==> config.mk <==
export PLATFORM = sky130hd
export DESIGN_NAME = jaia_node_table
export DESIGN_NICKNAME = d
export VERILOG_FILES = /design/src/jaia_pkg.sv /design/src/jaia_node_table.sv
export VERILOG_INCLUDE_DIRS = /design/src /design/src/src
export SDC_FILE = /design/constraint.sdc
export NUM_CORES = 2
export LEC_CHECK = 0
export ABC_AREA = 0
export BUFFER_PORTS_ARGS = -buffer_cell sky130_fd_sc_hd__buf_2
export CAP_MARGIN = 25
export CORE_UTILIZATION = 42
export DETAILED_ROUTE_END_ITERATION = 10
export PLACE_DENSITY = 0.68
export SYNTH_ARGS = -nofsm -noshare
export SYNTH_HDL_FRONTEND = slang
export SYNTH_SLANG_ARGS = --single-unit
==> constraint.sdc <==
create_clock -name clk -period 5.33 [get_ports clk]
set_input_delay 0.533 -clock clk [delete_from_list [all_inputs] [get_ports clk]]
set_output_delay 0.533 -clock clk [all_outputs]
set_load 0.1 [all_outputs]
==> src/join_admission_id_allocator_core_defines.svh <==
`ifndef JOIN_ADMISSION_ID_ALLOCATOR_CORE_DEFINES_SVH
`define JOIN_ADMISSION_ID_ALLOCATOR_CORE_DEFINES_SVH

// same-cycle implication, sampled on clk, off during reset
`define JAIA_ASSERT_NOW(lbl, ante, cons, msg) \
  lbl: assert property (@(posedge clk) disable iff (!rst_n) (ante) |-> (cons)) else $error(msg);

// next-cycle implication, sampled on clk, off during reset
`define JAIA_ASSERT_NEXT(lbl, ante, cons, msg) \
  lbl: assert property (@(posedge clk) disable iff (!rst_n) (ante) |=> (cons)) else $error(msg);

`endif

==> src/jaia_pkg.sv <==
package jaia_pkg;

  localparam int NODE_CAPACITY = 128;
  localparam int PENDING_DEPTH = 32;

  localparam int ID_W   = 8;
  localparam int CHIP_W = 32;
  localparam int TBL_AW = (NODE_CAPACITY > 1) ? $clog2(NODE_CAPACITY) : 1;
  localparam int PQ_AW  = (PENDING_DEPTH > 1) ? $clog2(PENDING_DEPTH) : 1;
  localparam int CNT_W  = $clog2(PENDING_DEPTH + 1);

  localparam logic [7:0]  JOIN_TYPE    = 8'd3;
  localparam logic [7:0]  ACK_TYPE     = 8'd4;
  localparam logic [7:0]  JOIN_LENGTH  = 8'd6;
  localparam logic [31:0] WINDOW_RESET = 32'd26500;

  typedef enum logic [2:0] {
    STS_QUEUED  = 3'd0,
    STS_DUP     = 3'd1,
    STS_QFULL   = 3'd2,
    STS_EARLY   = 3'd3,
    STS_BADSUM  = 3'd4,
    STS_NOTJOIN = 3'd5,
    STS_ACK     = 3'd6
  } status_t;

  typedef enum logic [2:0] {
    S_IDLE,
    S_CHECK,
    S_LOOKUP,
    S_QSCAN,
    S_EMIT,
    S_FL_RD,
    S_FL_EMIT
  } state_t;

  typedef struct packed {
    logic              start;
    logic [CHIP_W-1:0] chip;
  } tbl_req_t;

  typedef struct packed {
    logic            done;
    logic [ID_W-1:0] id;
  } tbl_rsp_t;

  typedef struct packed {
    logic [ID_W-1:0]   node_id;
    logic [CHIP_W-1:0] chip_id;
  } pend_t;

  function automatic logic [7:0] fold_bytes(input logic [CHIP_W-1:0] v);
    return v[7:0] ^ v[15:8] ^ v[23:16] ^ v[31:24];
  endfunction

  function automatic logic [7:0] ack_sum(input logic [CHIP_W-1:0] chip,
                                         input logic [ID_W-1:0] id);
    return ACK_TYPE ^ fold_bytes(chip) ^ id;
  endfunction

endpackage

==> src/jaia_node_table.sv <==
`include "join_admission_id_allocator_core_defines.svh"

module jaia_node_table (
  input  logic               clk,
  input  logic               rst_n,
  input  jaia_pkg::tbl_req_t req,
  output jaia_pkg::tbl_rsp_t rsp
);
  import jaia_pkg::*;

  logic [CHIP_W-1:0] mem [NODE_CAPACITY];

  logic              busy_r, busy_nxt;
  logic [ID_W-1:0]   scan_idx_r, scan_idx_nxt;
  logic              cmp_valid_r, cmp_valid_nxt;
  logic [ID_W-1:0]   cmp_idx_r, cmp_idx_nxt;
  logic [ID_W-1:0]   next_free_r, next_free_nxt;
  logic [CHIP_W-1:0] chip_r;
  logic [CHIP_W-1:0] q_r;
  logic              done_r, done_nxt;
  logic [ID_W-1:0]   id_r, id_nxt;

  logic              rd_en, wr_en;
  logic [ID_W-1:0]   rd_full, wr_full;
  logic              match, issue;

  assign match   = cmp_valid_r && (q_r == chip_r);
  assign issue   = scan_idx_r < next_free_r;
  assign rd_full = ID_W'(scan_idx_r - ID_W'(1));
  assign wr_full = ID_W'(next_free_r - ID_W'(1));

  always_comb begin
    busy_nxt      = busy_r;
    scan_idx_nxt  = scan_idx_r;
    cmp_valid_nxt = cmp_valid_r;
    cmp_idx_nxt   = cmp_idx_r;
    next_free_nxt = next_free_r;
    done_nxt      = 1'b0;
    id_nxt        = id_r;
    rd_en         = 1'b0;
    wr_en         = 1'b0;
    if (req.start) begin
      busy_nxt      = 1'b1;
      scan_idx_nxt  = ID_W'(1);
      cmp_valid_nxt = 1'b0;
    end else if (busy_r) begin
      if (match) begin
        done_nxt      = 1'b1;
        id_nxt        = cmp_idx_r;
        busy_nxt      = 1'b0;
        cmp_valid_nxt = 1'b0;
      end else if (issue) begin
        rd_en         = 1'b1;
        scan_idx_nxt  = ID_W'(scan_idx_r + ID_W'(1));
        cmp_valid_nxt = 1'b1;
        cmp_idx_nxt   = scan_idx_r;
      end else begin
        done_nxt      = 1'b1;
        busy_nxt      = 1'b0;
        cmp_valid_nxt = 1'b0;
        if (next_free_r > ID_W'(NODE_CAPACITY)) begin
          id_nxt = '0;
        end else begin
          wr_en         = 1'b1;
          id_nxt        = next_free_r;
          next_free_nxt = ID_W'(next_free_r + ID_W'(1));
        end
      end
    end
  end

  always_ff @(posedge clk) begin
    if (!rst_n) begin
      busy_r      <= 1'b0;
      cmp_valid_r <= 1'b0;
      next_free_r <= ID_W'(1);
      done_r      <= 1'b0;
      scan_idx_r  <= ID_W'(1);
      cmp_idx_r   <= '0;
    end else begin
      busy_r      <= busy_nxt;
      cmp_valid_r <= cmp_valid_nxt;
      next_free_r <= next_free_nxt;
      done_r      <= done_nxt;
      scan_idx_r  <= scan_idx_nxt;
      cmp_idx_r   <= cmp_idx_nxt;
    end
  end

  always_ff @(posedge clk) begin
    id_r <= id_nxt;
    if (req.start) begin
      chip_r <= req.chip;
    end
  end

  always_ff @(posedge clk) begin
    if (wr_en) begin
      mem[wr_full[TBL_AW-1:0]] <= chip_r;
    end
    if (rd_en) begin
      q_r <= mem[rd_full[TBL_AW-1:0]];
    end
  end

  assign rsp.done = done_r;
  assign rsp.id   = id_r;

  `JAIA_ASSERT_NOW(a_start_idle, req.start, !busy_r, "lookup started while busy")
  `JAIA_ASSERT_NOW(a_free_bound, 1'b1, next_free_r <= ID_W'(NODE_CAPACITY + 1),
                   "next free id beyond capacity")
  `JAIA_ASSERT_NOW(a_id_below_free, rsp.done, rsp.id < next_free_r,
                   "returned id not yet allocated")

endmodule

==> impl_summary.txt <==
----------------------------------------------------
[Status]
  Run status ... finished clean

[Floorplanning]
  Initial core utilization ... 0.423
  Die area ... 0.385 sq mm
  Core Region ... 0.380 sq mm
  Die width ... 621 microns
  Vertical extent of the die ... 621 microns
  Number of rows in the core area ... 226
  Top Ports ... 44

[Placement]
  Port bufs ... 43
  Post-DP Area ... 0.170 sq mm
  HPWL reported at the end of detailed placement ... 253000 microns
  Placer's final routability congestion estimate ... 0.982
  Cell total after placement ... 12000

[Timing]
  Fmax ... 0.223 GHz
  Final worst path period need ... 4.49 ns
  Max-slew violation count ... 0
  Final-report setup violation count ... 0
  Clock skew after layout ... 0.0679 ns
  Transition time at the pin with the least slew margin ... 1.15 ns
  Tightest slew margin relative to the limit ... 0.234
  Final Cycle Share ... 0.842
  Unrepaired setup endpoints after global routing ... false
  Number of hold-slack violations in the final timing report ... 0
  Aggregate negative setup slack ... 0 ns

[Drt]
  Violation count after the first detailed-routing iteration ... 10700
  Final wirelength ... 424000 microns
  Antenna Nets Post-Route ... 0
  Routed via count ... 76700
  Via density per instance ... 6.00
  First-pass iteration count of the detailed router ... 5
  Count of unresolved DRC violations after routing ... 0
  Mean routed wirelength per cell ... 33.1 microns

[Critical path]
  Library cell contributing the largest single delay on the critical path ... nand3_1
  CP Cell Sequence ... inv_1 > ha_1 > o21ai_0 > o21ai_0 > o22ai_1 > nand3_1 > nor2_4 > buf_4
  Delay of the slowest cell on the worst path ... 0.78 ns
  Class of the most critical setup path ... reg2reg
  CP delay by family, top ... simple AND/OR/NAND/NOR gates
  Endpoint class of the critical path ... flop
  CP required ... 5.93 ns
  CP most frequent cell ... o21ai_0
  Data arrival time of the worst path ... 5.09 ns
  Maximum fanout encountered on the critical timing path ... 23
  Depth of the worst register-to-register path ... 8
  Kind of start point of the critical path ... flop
  Worst path bufs/invs ... 2
  Path length in cells of the critical path ... 8

[Synthesis]
  Cell types occupying the most area after synthesis ... edfxtp_1 78%, mux4_2 16%, mux2i_1 1.2%
  Cell variety after synth ... 59
  Total of flip-flops plus latches after synthesis ... 4195
  Post-Synthesis Net Count ... 6980
  Post-synthesis cell area ... 0.161 sq mm
  Number of instances in the synthesized netlist ... 6933
  Prevailing post-synth register cell ... edfxtp_1
  Largest area contributor in the synthesized netlist ... edfxtp_1
  Sequential cell area fraction in the yosys report ... 0.782
  Number of enable flip-flop cells after synthesis ... 4168
  Per-instance average area after synthesis ... 23.2 sq um
  Top-area cell type share of the netlist area ... 0.778
  Share of synthesized flip-flops with an asynchronous set or reset ... 0
  Commonest cells post-synth ... 4168 x edfxtp_1, 1150 x mux4_2, 357 x nand2_1
  Most repeated cell in the gate-level netlist after synthesis ... edfxtp_1
  Synth Warn # ... 0

[Finish]
  Final design area excluding fillers ... 0.184 sq mm
  Cell Count, Final, Fillers Out ... 12800
  Number of nets in the final layout ... 7479
  Fill cell count ... 29900
  Fraction of final layout cells sized beyond drive strength 1 ... 0.297
  Post-layout utilization of the core ... 0.484
  Area growth from synthesis to layout ... 14.4%

[Global routing]
  Tot GR Track Use ... 0.219
  Overall overflow remaining after global route ... 0
  Pin count of the biggest net entering global routing ... 129
  Global-route wire length before repair ... 596000 microns
  Number of global-route vias before repair ... 76400
  Antenna violations before repair ... 31

[Job]
  Total of max-cap violations ... 0

[Power and ir drop]
  Worst IR drop on VDD ... 0.319 mV
  P_leak ... 58.0 nW
  Post-route total power ... 67.6 mW
  Pwr/cell area ... 368 mW/mm^2

[Clocking]
  Number of buffers inserted by hold repair at cts ... 34
  Clock Sink Count ... 4195
  Number of setup buffers added after CTS ... 0
  Clock insertion delay at the later pin of the skew report ... 0.99 ns
  Buffers from clock root to sink, at most ... 4
  Number of buffers added by the clock tree synthesis step ... 411
  Clk pin slew, worst setup/hold paths ... 0.07 ns
  Post-cts repair resize count ... 0
  Number of H-tree levels ... 5
  Clock root cell ... clkbuf_16
  Clock tree from TritonCTS ... done

[Min path]
  Cell count of the worst hold path ... 2
  Kind of path behind the tightest hold check ... in2reg

----------------------------------------------------
==> sequential cells by signal (all words and copies together), names as in the netlist <==
signal       flops
mem           4096
id_r             8
cmp_valid_r      1
busy_r           1
q_r             32
done_r           1
scan_idx_r       8
chip_r          32
cmp_idx_r        8
next_free_r      8
==> layout make-up <==
class	instances	area, sq um	share of cell area
Tap cell	5016	6280	0.0341
Antenna cell	9	22.5	0.000122
Sequential cell	4195	126000	0.683
Inverter	17	63.8	0.000347
Clock buffer	494	10700	0.0581
Multi-Input combinational cell	2347	34400	0.187
Timing Repair Buffer	460	4310	0.0234
Clock inverter	251	2490	0.0136
==> metrics by stage <==
| step | setup slack, ns | hold WS, ns |
|---|---|---|
| 2_1_floorplan | 0.0327 | 0.459 |
| 5_1_grt | 0.755 | 0.347 |
| 3_5_place_dp | 1.00 | 0.501 |
| 4_1_cts | 0.946 | 0.312 |
| 6_report | 0.844 | 0.372 |
| 3_3_place_gp | 1.06 | 0.491 |
==> worst paths after layout <==
kind / slack [ns] / to / startpoint
setup / recovery: 0.84 / mem[67][21] / next_free_r[0]
hold / removal: 0.37 / chip_r[13] / req[13]
setup reg to reg: 0.84 / mem[67][21] / next_free_r[0]
hold reg to reg: 0.51 / next_free_r[6] / next_free_r[6]
==> power breakdown <==
part | internal (mW) | total [mW] | switching, mW
sequential | 36.6 | 36.7 | 0.0432
combinational | 0.596 | 2.41 | 1.81
clock | 16.2 | 28.6 | 12.3
==> kinds of logic after synthesis <==
logic type,after synthesis,share of synthesized area
and+or+nand+nor,744,0.0199
xor gates and xnor gates,51,0.00310
buffers and inverters,391,0.0111
muxes,1336,0.173
adders and majority gates,12,0.000934
AOI/OAI and AO/OA,204,0.0107
DFF,4195,0.782
==> per-layer routing <==
metal	vias up	track usage	part of all wire
met2	4393	0.346	0.48
li1	30600	-	-
met3	770	0.0479	0.11
met5	-	0	0.000080
met1	41000	0.298	0.37
met4	6	0.0900	0.046
==> cells in the final DEF (no fill, tap or decap), types with 40 or more instances in the layout <==
cell       count
clkbuf_16    415
clkbuf_1      79
buf_4        315
buf_2         44
buf_12        60
nand2_1      357
edfxtp_1    4168
nand3_1      129
clkinv_1     117
mux4_2      1150
mux2i_1      185
nor2_4       130
clkinv_2      51
bufinv_16     40
Power figures use the tool's default switching activity.
